File: config.mk
export PLATFORM = sky130hd
export DESIGN_NAME = pclb_queue
export DESIGN_NICKNAME = d
export VERILOG_FILES = /design/src/rtl/pclb_pkg.sv /design/src/rtl/pclb_queue.sv
export SDC_FILE = /design/constraint.sdc
export NUM_CORES = 1
export LEC_CHECK = 0
export BUFFER_PORTS_ARGS = -buffer_cell sky130_fd_sc_hd__buf_2
export CAP_MARGIN = 20
export CORE_ASPECT_RATIO = 1.25
export CORE_MARGIN = 4
export CORE_UTILIZATION = 50
export CTS_CLUSTER_SIZE = 14
export DETAILED_ROUTE_END_ITERATION = 7
export PLACE_DENSITY = 0.77
export SYNTH_ARGS = -nofsm -noshare
export SYNTH_HDL_FRONTEND = slang
export SYNTH_SLANG_ARGS = --single-unit
File: constraint.sdc
create_clock -name clk_i -period 2.1 [get_ports clk_i]
set_clock_uncertainty 0.15 [all_clocks]
set_input_delay 0.315 -clock clk_i [delete_from_list [all_inputs] [get_ports clk_i]]
set_output_delay 0.315 -clock clk_i [all_outputs]
set_load 0.01 [all_outputs]
File: src/rtl/pclb_pkg.sv
package pclb_pkg;

  // Table geometry
  localparam int MAX_CELLS     = 4096;
  localparam int MAX_SLOTS     = 16;
  localparam int MAX_PARTICLES = 65536;

  localparam int CELL_W = $clog2(MAX_CELLS);
  localparam int SLOT_W = $clog2(MAX_SLOTS);
  localparam int PART_W = $clog2(MAX_PARTICLES);
  localparam int PCNT_W = PART_W + 1;
  localparam int CNT_W  = 5;
  localparam int SADDR_W = CELL_W + SLOT_W;

  // Grid axis limits
  localparam int AXIS_MAX = 64;
  localparam int AXIS_W   = 7;
  localparam int BIN_W    = $clog2(AXIS_MAX);

  // Register widths and reset values
  localparam int CFG_W    = 32;
  localparam int CFG_IDX_W = 2;
  localparam logic [31:0]       RST_INV_CELL_SIZE = 32'd65536;
  localparam logic [AXIS_W-1:0] RST_CELLS         = AXIS_W'(64);
  localparam logic [CNT_W-1:0]  RST_SLOTS         = CNT_W'(8);

  // Queue between front and back
  localparam int QUEUE_DEPTH = 2;
  localparam int QPTR_W      = $clog2(QUEUE_DEPTH);
  localparam int QCNT_W      = $clog2(QUEUE_DEPTH + 1);

  typedef enum logic [1:0] {
    CMD_CLEAR = 2'd0,
    CMD_PLACE = 2'd1,
    CMD_READ  = 2'd2,
    CMD_NOP   = 2'd3
  } cmd_e;

  typedef enum logic [CFG_IDX_W-1:0] {
    REG_INV_CELL_SIZE  = 2'd0,
    REG_CELLS_X        = 2'd1,
    REG_CELLS_Y        = 2'd2,
    REG_SLOTS_PER_CELL = 2'd3
  } reg_e;

  typedef struct packed {
    logic [31:0]       inv_cell_size;
    logic [AXIS_W-1:0] cells_x;
    logic [AXIS_W-1:0] cells_y;
    logic [CNT_W-1:0]  slots_per_cell;
  } cfg_t;

  typedef struct packed {
    cmd_e              cmd;
    logic [CELL_W-1:0] cell_no;
    logic [SLOT_W-1:0] ssel;
  } q_ent_t;

  typedef struct packed {
    logic [CELL_W-1:0] cell_index;
    logic [CNT_W-1:0]  slot;
    logic [PART_W-1:0] particle_index;
    logic [CNT_W-1:0]  cell_count;
    logic              overflow;
    logic [CNT_W-1:0]  needed_capacity;
  } res_t;

  // Map a raw axis register onto 1..AXIS_MAX
  function automatic logic [AXIS_W-1:0] axis_cells(input logic [AXIS_W-1:0] r);
    logic [AXIS_W-1:0] v;
    if (r == '0) begin
      v = AXIS_W'(1);
    end else if (r > AXIS_W'(AXIS_MAX)) begin
      v = AXIS_W'(AXIS_MAX);
    end else begin
      v = r;
    end
    return v;
  endfunction

endpackage

File: src/rtl/pclb_queue.sv
module pclb_queue (
  input  logic            clk_i,
  input  logic            rst_ni,
  input  logic            push_i,
  input  pclb_pkg::q_ent_t entry_i,
  output logic            full_o,
  input  logic            pop_i,
  output pclb_pkg::q_ent_t head_o,
  output logic            empty_o
);

  pclb_pkg::q_ent_t ents_q [pclb_pkg::QUEUE_DEPTH];
  logic [pclb_pkg::QPTR_W-1:0] wr_ptr_q, wr_ptr_d;
  logic [pclb_pkg::QPTR_W-1:0] rd_ptr_q, rd_ptr_d;
  logic [pclb_pkg::QCNT_W-1:0] cnt_q, cnt_d;

  assign full_o  = (cnt_q == pclb_pkg::QCNT_W'(pclb_pkg::QUEUE_DEPTH));
  assign empty_o = (cnt_q == '0);
  assign head_o  = ents_q[rd_ptr_q];

  always_comb begin
    wr_ptr_d = wr_ptr_q;
    rd_ptr_d = rd_ptr_q;
    cnt_d    = cnt_q;
    if (push_i) begin
      wr_ptr_d = (wr_ptr_q == pclb_pkg::QPTR_W'(pclb_pkg::QUEUE_DEPTH - 1)) ? '0
               : wr_ptr_q + 1'b1;
    end
    if (pop_i) begin
      rd_ptr_d = (rd_ptr_q == pclb_pkg::QPTR_W'(pclb_pkg::QUEUE_DEPTH - 1)) ? '0
               : rd_ptr_q + 1'b1;
    end
    if (push_i && !pop_i) begin
      cnt_d = cnt_q + 1'b1;
    end else if (pop_i && !push_i) begin
      cnt_d = cnt_q - 1'b1;
    end
  end

  always_ff @(posedge clk_i or negedge rst_ni) begin
    if (!rst_ni) begin
      wr_ptr_q <= '0;
      rd_ptr_q <= '0;
      cnt_q    <= '0;
    end else begin
      wr_ptr_q <= wr_ptr_d;
      rd_ptr_q <= rd_ptr_d;
      cnt_q    <= cnt_d;
    end
  end

  always_ff @(posedge clk_i) begin
    if (push_i) begin
      ents_q[wr_ptr_q] <= entry_i;
    end
  end

endmodule

==> impl_metrics.csv <==
group,metric,value,unit
synth,synth_seq_cells,40,
power_and_ir_drop,p_seq_share,49.9,%
setup_path,slowest_stage,"mux2_2",
cts,clk_pin_slew_worst_paths,0.11,ns
floorplanning,die-height,70.0,um
sta,fmaxAchievable,506,MHz
finish,nNetsFinal,165,
global_route,antenna_found_initial,0,
routing,avgViaCountPerCell,4.70,
floorplanning,core,2950,sq um
cts,cts_setup_buffers,0,
floorplanning,start_util,52.1,%
sta,finalCriticalPeriod,1.97,ns
setup_path,worstSetupEndpointType,"output pin",
power_and_ir_drop,netSwitchingPower,656,uW
finish,layout_common_cells,"buf_2, edfxtp_1, dlygate4sd3_1",
power_and_ir_drop,power_leakage,0.000835,uW
setup_path,crit_path_start,"rd_ptr_q",
placed_design,routabilityCongestion,0.724,
floorplanning,num_rows,22,
cts,cts_buffer_depth,2,
routing,drt_iter0_drc,27,
setup_path,max_stage_delay,0.38,ns
placed_design,dp_slack,0.469,ns
cts,h-tree-depth,2,
finish,n_antenna_cell,0,
sta,finalWorstSetupSlack,0.125,ns
floorplanning,dieWidth,57.6,um
synth,ys_types,13,
sta,slew_headroom,81.5,%
sta,period_share,94.0,%
power_and_ir_drop,intPower,1610,uW
setup_path,r2r_cells,2,
setup_path,reg2reg_slack,0.84,ns
cts,cts_tree,"done",
finish,synthToLayoutAreaGrowth,32.7,%
synth,syn_inst,72,
placed_design,io_buffers,41,
setup_path,worstReg2RegStart,"wr_ptr_q",
setup_path,crit_type,"flop to output pin",
global_route,grt_use_total,13.3,%
setup_path,path_max_fanout,18,
setup_path,critPathArrivalTime,1.51,ns
finish,final_common_cell,"buf_2",
power_and_ir_drop,combPwrFrac,34.8,%
routing,routedWlPerCell,13.9,um
routing,ant_nets,0,
routing,routed_wl,2490,um
cts,clkSinkCount,40,
global_route,grt_pass1_wl,3850,um
setup_path,crit_chain,"buf_4 > mux2_2 > buf_2",
synth,avgSynthCellArea,21.3,sq um
hold_path,holdPathStages,2,
setup_path,cp_data_required_time,1.63,ns
synth,synth_warnings,0,
routing,dr.pass1.iters,4,
hold_path,hp-class,"input port to flop",
sta,slew_violations,0,
cts,clkLatencyLatePin,0.33,ns
setup_path,worstReg2RegEnd,"ents_q[1][8]",
synth,syn-cell-area,1540,sq um
finish,drive_gt1_share,49.0,%
outcome,status,"finished, final reports clean",
sta,rsz0062_at_grt,"no",
global_route,grt_pass1_vias,830,
sta,hold_viol,0,
global_route,overflow,0,
routing,drc_errors,0,
setup_path,cp-start-kind,"flop",
power_and_ir_drop,p_per_area,1110,nW/um^2
power_and_ir_drop,switching_share,28.9,%
sta,tns,0,ns
floorplanning,ios,42,
finish,n_fill_cell,212,
power_and_ir_drop,p_clk_share,15.4,%
cts,cts_inserted_buffers,5,
power_and_ir_drop,peakVddDrop,0.716,mV
synth,syn_nets,95,
global_route,grt_max_degree,19,
setup_path,endpoint,"head_o[0]",
job,cap_violations,0,
cts,clock-root-buffer,"clkbuf_4",
sta,setup_viol,0,
sta,worst_pin_slew,0.278,ns
routing,vias,842,
synth,seq_area_frac_synth,76.9,%
floorplanning,die_area,4030,sq um
## synthesized netlist by cell type
cell / number / area [sq um]
dfrtp_1: 4 / 100
mux2_2: 9 / 101
buf_6: 1 / 11.3
and2_1: 1 / 6.26
mux2_4: 9 / 135
xnor2_1: 1 / 8.76
nor2_1: 2 / 7.51
inv_1: 1 / 3.75
nor2b_1: 2 / 12.5
edfxtp_1: 36 / 1080
buf_12: 1 / 20.0
xor2_1: 4 / 35.0
ha_1: 1 / 12.5
## critical path, delay by kind of cell, from the launching register on
kind | cells | cell delay (ns)
flip-flops | 1 | 0.37
buffers and inverters | 2 | 0.43
multiplexers | 1 | 0.38
## sequential cells by signal (all words and copies together), names as in the netlist
signal,flops
rd_ptr_q,1
wr_ptr_q,1
ents_q,36
cnt_q,2
## worst min-delay path by stage
stage	startpoint	to	slack, ns
6_report	push_i	wr_ptr_q	0.05
5_1_grt	push_i	wr_ptr_q	0.04
4_1_cts	entry_i[3]	ents_q[1][3]	0.0009
3_5_place_dp	rst_ni	cnt_q[1]	-0.03
3_3_place_gp	rst_ni	cnt_q[0]	-0.02
2_1_floorplan	rst_ni	cnt_q[0]	-0.13
## stage by stage
stage                     instances  instance area, sq um  hold WS, ns  power [uW]  util, %
final                           179                  2040       0.0457        2270     69.2
after global routing            179                  2040       0.0377        2420     69.2
after global placement          151                  1790      -0.0248        1910     60.7
after floorplan                  72                  1540       -0.131        1700        -
after CTS                       165                  1900     0.000898        2280     64.4
after detailed placement        151                  1790      -0.0268        1930     60.7
## cells by family (layout without fill, tap and decap cells)
kind of cell | Yosys count | after routing | share of synthesized area [%]
buf+inv | 3 | 74 | 2.28
xor+xnor | 5 | 5 | 2.85
mux | 18 | 18 | 15.4
flops | 40 | 40 | 76.9
simple gates | 5 | 5 | 1.71
fa+ha+maj | 1 | 1 | 0.815
## repair_timing
item                                    4_1_cts  5_1_grt
endpoints found under the hold margin        14       27
endpoints found under the setup margin        0        0
resized for setup                             0        0
hold buffers                                  6       14
## routing by layer
layer	vias up	global-route usage, %	share of wire (%)
li1	414	-	-
met1	396	14.0	37
met2	26	22.4	54
met5	-	0	0
met4	0	6.19	1.9
met3	6	5.73	6.0
## power by group through the flow
stage	clock (uW)	combinational (uW)	sequential, uW
4_1_cts	364	786	1130
3_3_place_gp	0	768	1140
2_1_floorplan	0	565	1130
6_report	349	789	1130
5_1_grt	408	860	1150
3_5_place_dp	0	776	1150
## cell type report
class,count,area (sq um),area share (%)
Clock buffer,7,45.0,2.21
Timing Repair Buffer,65,435,21.4
Multi-Input combinational cell,29,322,15.8
Sequential cell,40,1180,58.0
Inverter,1,3.75,0.184
Clock inverter,1,5.00,0.246
Tap cell,36,45.0,2.21
Power figures use the tool's default switching activity.
