## src/rtl/pclb_pkg.sv

```systemverilog
package pclb_pkg;

  // Table geometry
  localparam int MAX_CELLS     = 4096;
  localparam int MAX_SLOTS     = 16;
  localparam int MAX_PARTICLES = 65536;

  localparam int CELL_W = $clog2(MAX_CELLS);
  localparam int SLOT_W = $clog2(MAX_SLOTS);
  localparam int PART_W = $clog2(MAX_PARTICLES);
  localparam int PCNT_W = PART_W + 1;
  localparam int CNT_W  = 5;
  localparam int SADDR_W = CELL_W + SLOT_W;

  // Grid axis limits
  localparam int AXIS_MAX = 64;
  localparam int AXIS_W   = 7;
  localparam int BIN_W    = $clog2(AXIS_MAX);

  // Register widths and reset values
  localparam int CFG_W    = 32;
  localparam int CFG_IDX_W = 2;
  localparam logic [31:0]       RST_INV_CELL_SIZE = 32'd65536;
  localparam logic [AXIS_W-1:0] RST_CELLS         = AXIS_W'(64);
  localparam logic [CNT_W-1:0]  RST_SLOTS         = CNT_W'(8);

  // Queue between front and back
  localparam int QUEUE_DEPTH = 2;
  localparam int QPTR_W      = $clog2(QUEUE_DEPTH);
  localparam int QCNT_W      = $clog2(QUEUE_DEPTH + 1);

  typedef enum logic [1:0] {
    CMD_CLEAR = 2'd0,
    CMD_PLACE = 2'd1,
    CMD_READ  = 2'd2,
    CMD_NOP   = 2'd3
  } cmd_e;

  typedef enum logic [CFG_IDX_W-1:0] {
    REG_INV_CELL_SIZE  = 2'd0,
    REG_CELLS_X        = 2'd1,
    REG_CELLS_Y        = 2'd2,
    REG_SLOTS_PER_CELL = 2'd3
  } reg_e;

  typedef struct packed {
    logic [31:0]       inv_cell_size;
    logic [AXIS_W-1:0] cells_x;
    logic [AXIS_W-1:0] cells_y;
    logic [CNT_W-1:0]  slots_per_cell;
  } cfg_t;

  typedef struct packed {
    cmd_e              cmd;
    logic [CELL_W-1:0] cell_no;
    logic [SLOT_W-1:0] ssel;
  } q_ent_t;

  typedef struct packed {
    logic [CELL_W-1:0] cell_index;
    logic [CNT_W-1:0]  slot;
    logic [PART_W-1:0] particle_index;
    logic [CNT_W-1:0]  cell_count;
    logic              overflow;
    logic [CNT_W-1:0]  needed_capacity;
  } res_t;

  // Map a raw axis register onto 1..AXIS_MAX
  function automatic logic [AXIS_W-1:0] axis_cells(input logic [AXIS_W-1:0] r);
    logic [AXIS_W-1:0] v;
    if (r == '0) begin
      v = AXIS_W'(1);
    end else if (r > AXIS_W'(AXIS_MAX)) begin
      v = AXIS_W'(AXIS_MAX);
    end else begin
      v = r;
    end
    return v;
  endfunction

endpackage

```

## src/rtl/pclb_front.sv

```systemverilog
module pclb_front (
  input  logic                          clk_i,
  input  logic                          rst_ni,
  input  pclb_pkg::cfg_t                cfg_i,
  input  logic                          in_valid_i,
  output logic                          in_stall_o,
  input  logic [1:0]                    command_i,
  input  logic [31:0]                   pos_x_i,
  input  logic [31:0]                   pos_y_i,
  input  logic [pclb_pkg::CELL_W-1:0]   cell_select_i,
  input  logic [pclb_pkg::SLOT_W-1:0]   slot_select_i,
  input  logic                          sweep_i,
  output logic                          push_o,
  output pclb_pkg::q_ent_t              entry_o,
  input  logic                          full_i
);

  logic                                s1_vld_q, s1_vld_d;
  pclb_pkg::cmd_e                      s1_cmd_q;
  logic [31:0]                         s1_x_q, s1_y_q;
  logic [pclb_pkg::CELL_W-1:0]         s1_csel_q;
  logic [pclb_pkg::SLOT_W-1:0]         s1_ssel_q;
  logic                                accept;
  logic [63:0]                         prod_x, prod_y;
  logic [pclb_pkg::AXIS_W-1:0]         cx, cy;
  logic [pclb_pkg::BIN_W-1:0]          cx_last, cy_last, bx, by;
  logic [pclb_pkg::CELL_W:0]           byx, cell_sum;
  logic [pclb_pkg::CELL_W-1:0]         place_cell;

  assign in_stall_o = sweep_i || (s1_vld_q && full_i);
  assign accept     = in_valid_i && !in_stall_o;
  assign push_o     = s1_vld_q && !full_i;
  assign s1_vld_d   = accept || (s1_vld_q && !push_o);

  // Scale by the reciprocal cell size; the integer bin is the upper word
  assign prod_x = pos_x_i * cfg_i.inv_cell_size;
  assign prod_y = pos_y_i * cfg_i.inv_cell_size;

  always_ff @(posedge clk_i or negedge rst_ni) begin
    if (!rst_ni) begin
      s1_vld_q <= 1'b0;
    end else begin
      s1_vld_q <= s1_vld_d;
    end
  end

  always_ff @(posedge clk_i) begin
    if (accept) begin
      s1_cmd_q  <= pclb_pkg::cmd_e'(command_i);
      s1_x_q    <= prod_x[63:32];
      s1_y_q    <= prod_y[63:32];
      s1_csel_q <= cell_select_i;
      s1_ssel_q <= slot_select_i;
    end
  end

  // Clamp each axis into the grid, then form the row-major cell number
  assign cx      = pclb_pkg::axis_cells(cfg_i.cells_x);
  assign cy      = pclb_pkg::axis_cells(cfg_i.cells_y);
  assign cx_last = pclb_pkg::BIN_W'(cx - 1'b1);
  assign cy_last = pclb_pkg::BIN_W'(cy - 1'b1);
  assign bx = (s1_x_q > 32'(cx_last)) ? cx_last : s1_x_q[pclb_pkg::BIN_W-1:0];
  assign by = (s1_y_q > 32'(cy_last)) ? cy_last : s1_y_q[pclb_pkg::BIN_W-1:0];
  assign byx      = (pclb_pkg::CELL_W+1)'(by) * (pclb_pkg::CELL_W+1)'(cx);
  assign cell_sum = byx + (pclb_pkg::CELL_W+1)'(bx);
  assign place_cell = (cell_sum >= (pclb_pkg::CELL_W+1)'(pclb_pkg::MAX_CELLS))
                    ? pclb_pkg::CELL_W'(pclb_pkg::MAX_CELLS - 1)
                    : cell_sum[pclb_pkg::CELL_W-1:0];

  always_comb begin
    entry_o.cmd     = s1_cmd_q;
    entry_o.cell_no = (s1_cmd_q == pclb_pkg::CMD_READ) ? s1_csel_q : place_cell;
    entry_o.ssel    = s1_ssel_q;
  end

endmodule

```

## config.mk

```make
export PLATFORM = sky130hd
export DESIGN_NAME = pclb_front
export DESIGN_NICKNAME = d
export VERILOG_FILES = /design/src/rtl/pclb_pkg.sv /design/src/rtl/pclb_front.sv
export SDC_FILE = /design/constraint.sdc
export NUM_CORES = 2
export LEC_CHECK = 0
export ABC_AREA = 1
export BUFFER_PORTS_ARGS = -buffer_cell sky130_fd_sc_hd__buf_2
export CAP_MARGIN = 20
export CORE_ASPECT_RATIO = 1.5
export CORE_UTILIZATION = 65
export DETAILED_ROUTE_END_ITERATION = 16
export PLACE_DENSITY = 0.83
export RECOVER_POWER = 100
export SLEW_MARGIN = 0
export SYNTH_ARGS = -nofsm -noshare
export SYNTH_HDL_FRONTEND = slang
export SYNTH_SLANG_ARGS = --single-unit
```

## constraint.sdc

```tcl
create_clock -name clk_i -period 9.7 [get_ports clk_i]
set_clock_uncertainty 0.15 [all_clocks]
set_input_delay 1.94 -clock clk_i [delete_from_list [all_inputs] [get_ports clk_i]]
set_output_delay 1.94 -clock clk_i [all_outputs]
set_load 0.05 [all_outputs]
```

==> results.json <==
{
  "die_w_um": 276,
  "clock_path_buffers": 2,
  "rsz0062_at_grt": "true",
  "drive_gt1_frac": 0.0566,
  "cp_common_cell": "buf_6",
  "grt_antenna_before_repair": 18,
  "num_vias": 62400,
  "max_stage_delay_ns": 0.56,
  "rows": 150,
  "synth_ff_type": "edfxtp_1",
  "tightest_slew_ns": 3.51,
  "worst_slack_ns": -0.0266,
  "grt_pass1_vias": 70400,
  "overflow": 0,
  "cts_tree": "done",
  "slowest_stage": "fa_1",
  "synth.area.top_cells": "fa_1 (49%), inv_1 (14%), nand2_1 (14%)",
  "drt-initial-drc-count": 4542,
  "fin_nets": 12000,
  "routed_wl_um": 230000,
  "synth_seq_cells": 83,
  "syn-instance-count": 9440,
  "cp_max_fo": 7,
  "cts-hold-fix-buffers": 0,
  "maxSlewViolCount": 85,
  "arrival_ns": 7.64,
  "synth-edff-count": 82,
  "synthesis.nets": 12000,
  "setup_viol_count_final": 7,
  "cp-end-kind": "output port",
  "min_period_ns": 9.73,
  "ios": 158,
  "place.gp.congestion": 1.01,
  "hold_viol_final": 0,
  "io_buffers": 152,
  "dieArea_mm2": 0.114,
  "numCtsBuffers": 9,
  "dp.cells": 10900,
  "yosysSeqAreaShare": 0.0339,
  "fin_util": 0.693,
  "cts.sinks": 83,
  "vias_per_cell": 5.72,
  "hpwl_um": 190000,
  "synth_area_mm2": 0.0734,
  "hold_class": "reg2reg",
  "clk_latency_ns": 0.39,
  "synth_top_area_frac": 0.495,
  "async_flop_share": 0.0120,
  "dr.pass1.iters": 8,
  "crit_type": "in2out",
  "start_util": 0.657,
  "drtAntennaViolNets": 0,
  "cts-root-buf": "clkbuf_16",
  "violations": "max-capacitance violations, max-slew violations, negative setup slack",
  "ys_types": 45,
  "final_cells": 10900,
  "syn_area_per_cell_um2": 7.77,
  "status": "finished, violations left",
  "core_area_mm2": 0.112,
  "crit_required_ns": 7.61,
  "fmax_mhz": 103,
  "drcViolationCount": 0,
  "yosys_warnings": 0,
  "maxCapViolCount": 2,
  "clk_pin_slew_ns": 0.08,
  "avgRoutedWirePerCell_um": 21.1,
  "reg2reg_slack_ns": 3.95,
  "timing.slew.headroom": -1.34,
  "startpoint_type": "input port",
  "synth_area_leader_cell": "fa_1",
  "grt_use_total": 0.421,
  "grt_pass1_wl_um": 363000,
  "syn2layout_area_growth_pct": 5.53,
  "die_h_um": 413,
  "grt_max_degree": 65,
  "fin_crit_sh": 1.00,
  "cts_max_level": 3
}
[per-stage QoR]
step                      hold slack [ns]  setup WS [ns]  cell area [um^2]  setup TNS, ns
final                               0.360        -0.0266             77400         -0.123
after global routing                0.388         -0.269             77400          -2.97
after CTS                           0.365        0.00239             77100              0
after detailed placement            0.346         -0.308             76700          -3.32
after global placement              0.334         -0.319             76700          -3.40
after floorplan                     0.321        -0.0864             73400         -0.259
[worst paths after layout]
check,to,cells past startpoint,from
max,entry_o[13],34,cfg_i[9]
min,s1_vld_q$_DFF_PN0_,2,s1_vld_q$_DFF_PN0_
max reg2reg,s1_x_q[7]$_DFFE_PP_,4,s1_vld_q$_DFF_PN0_
min reg2reg,s1_vld_q$_DFF_PN0_,2,s1_vld_q$_DFF_PN0_
max in group asynchronous,s1_vld_q$_DFF_PN0_,1,rst_ni
min in group asynchronous,s1_vld_q$_DFF_PN0_,1,rst_ni
[metal layers]
| metal | track usage | up-vias | part of all wire |
|---|---|---|---|
| met5 | 0.00126 | - | 0.00037 |
| met2 | 0.740 | 3798 | 0.50 |
| met1 | 0.395 | 30200 | 0.28 |
| li1 | - | 26500 | - |
| met3 | 0.0901 | 1819 | 0.090 |
| met4 | 0.437 | 14 | 0.13 |
[critical path, delay by kind of cell]
kind / cells / cell delay [ns]
AO/OA/AOI/OAI: 3 / 0.30
XOR/XNOR: 2 / 0.49
adder cells (fa/ha/maj): 6 / 2.64
buffers and inverters: 9 / 0.85
AND/OR/NAND/NOR: 14 / 1.40
[state kept, by name, indices dropped and copies added, names as in the netlist]
signal     cells
s1_csel_q     12
s1_vld_q       1
s1_x_q        32
s1_cmd_q       2
s1_ssel_q      4
s1_y_q        32
[kinds of logic (layout without fill, tap and decap cells)]
| logic type | count (synthesis) | after routing | synth area share |
|---|---|---|---|
| adder cells (fa/ha/maj) | 2380 | 2380 | 0.591 |
| XOR/XNOR | 33 | 33 | 0.00420 |
| AND/OR/NAND/NOR | 3372 | 3372 | 0.180 |
| buffers and inverters | 3209 | 3226 | 0.164 |
| AO/OA/AOI/OAI | 363 | 363 | 0.0265 |
| other | 0 | 13 | 0 |
| flip-flops | 83 | 83 | 0.0339 |
[layout make-up]
cell class	instances	area (um^2)
antenna	13	32.5
clock buffer	10	229
clock inverter	6	65.1
fill	8774	34200
inverter	2791	10500
multi-input combinational	6148	59100
sequential	83	2490
tap	1444	1810
timing repair buffer	419	3200
[synth_stat cells (all sizes together), types with 25 or more instances]
library cell / count
inv: 2791
nand2: 2774
fa: 1814
ha: 566
nor2: 385
clkbuf: 327
a21oi: 198
nand3: 123
o21ai: 121
buf: 91
edfxtp: 82
nor3: 27
nand4: 25
[timing repair]
| item | in CTS | in global routing |
|---|---|---|
| gates resized for setup | 29 | 79 |
| endpoints found under the setup margin | 12 | 15 |
| buffers inserted | 2 | 4 |
| pin swaps | 12 | 44 |
[cell usage in the layout (no fill, tap or decap), drive strengths merged, types with 2 or more instances in the layout]
master / count
o21a: 5
nand3b: 9
nor4: 19
inv: 2792
a211oi: 2
and2: 2
nor3: 27
a21o: 9
or2: 5
a21boi: 4
o21ai: 121
edfxtp: 82
clkbuf: 28
nor2: 385
nand2: 2774
fa: 1814
o21bai: 20
buf: 401
nand3: 123
diode: 13
ha: 566
clkinv: 4
o211ai: 2
xor2: 22
nand4: 25
xnor2: 11
a21oi: 198
Power is not shown: default switching activity piles up to over one toggle a cycle in this logic, so the estimate is an artifact.
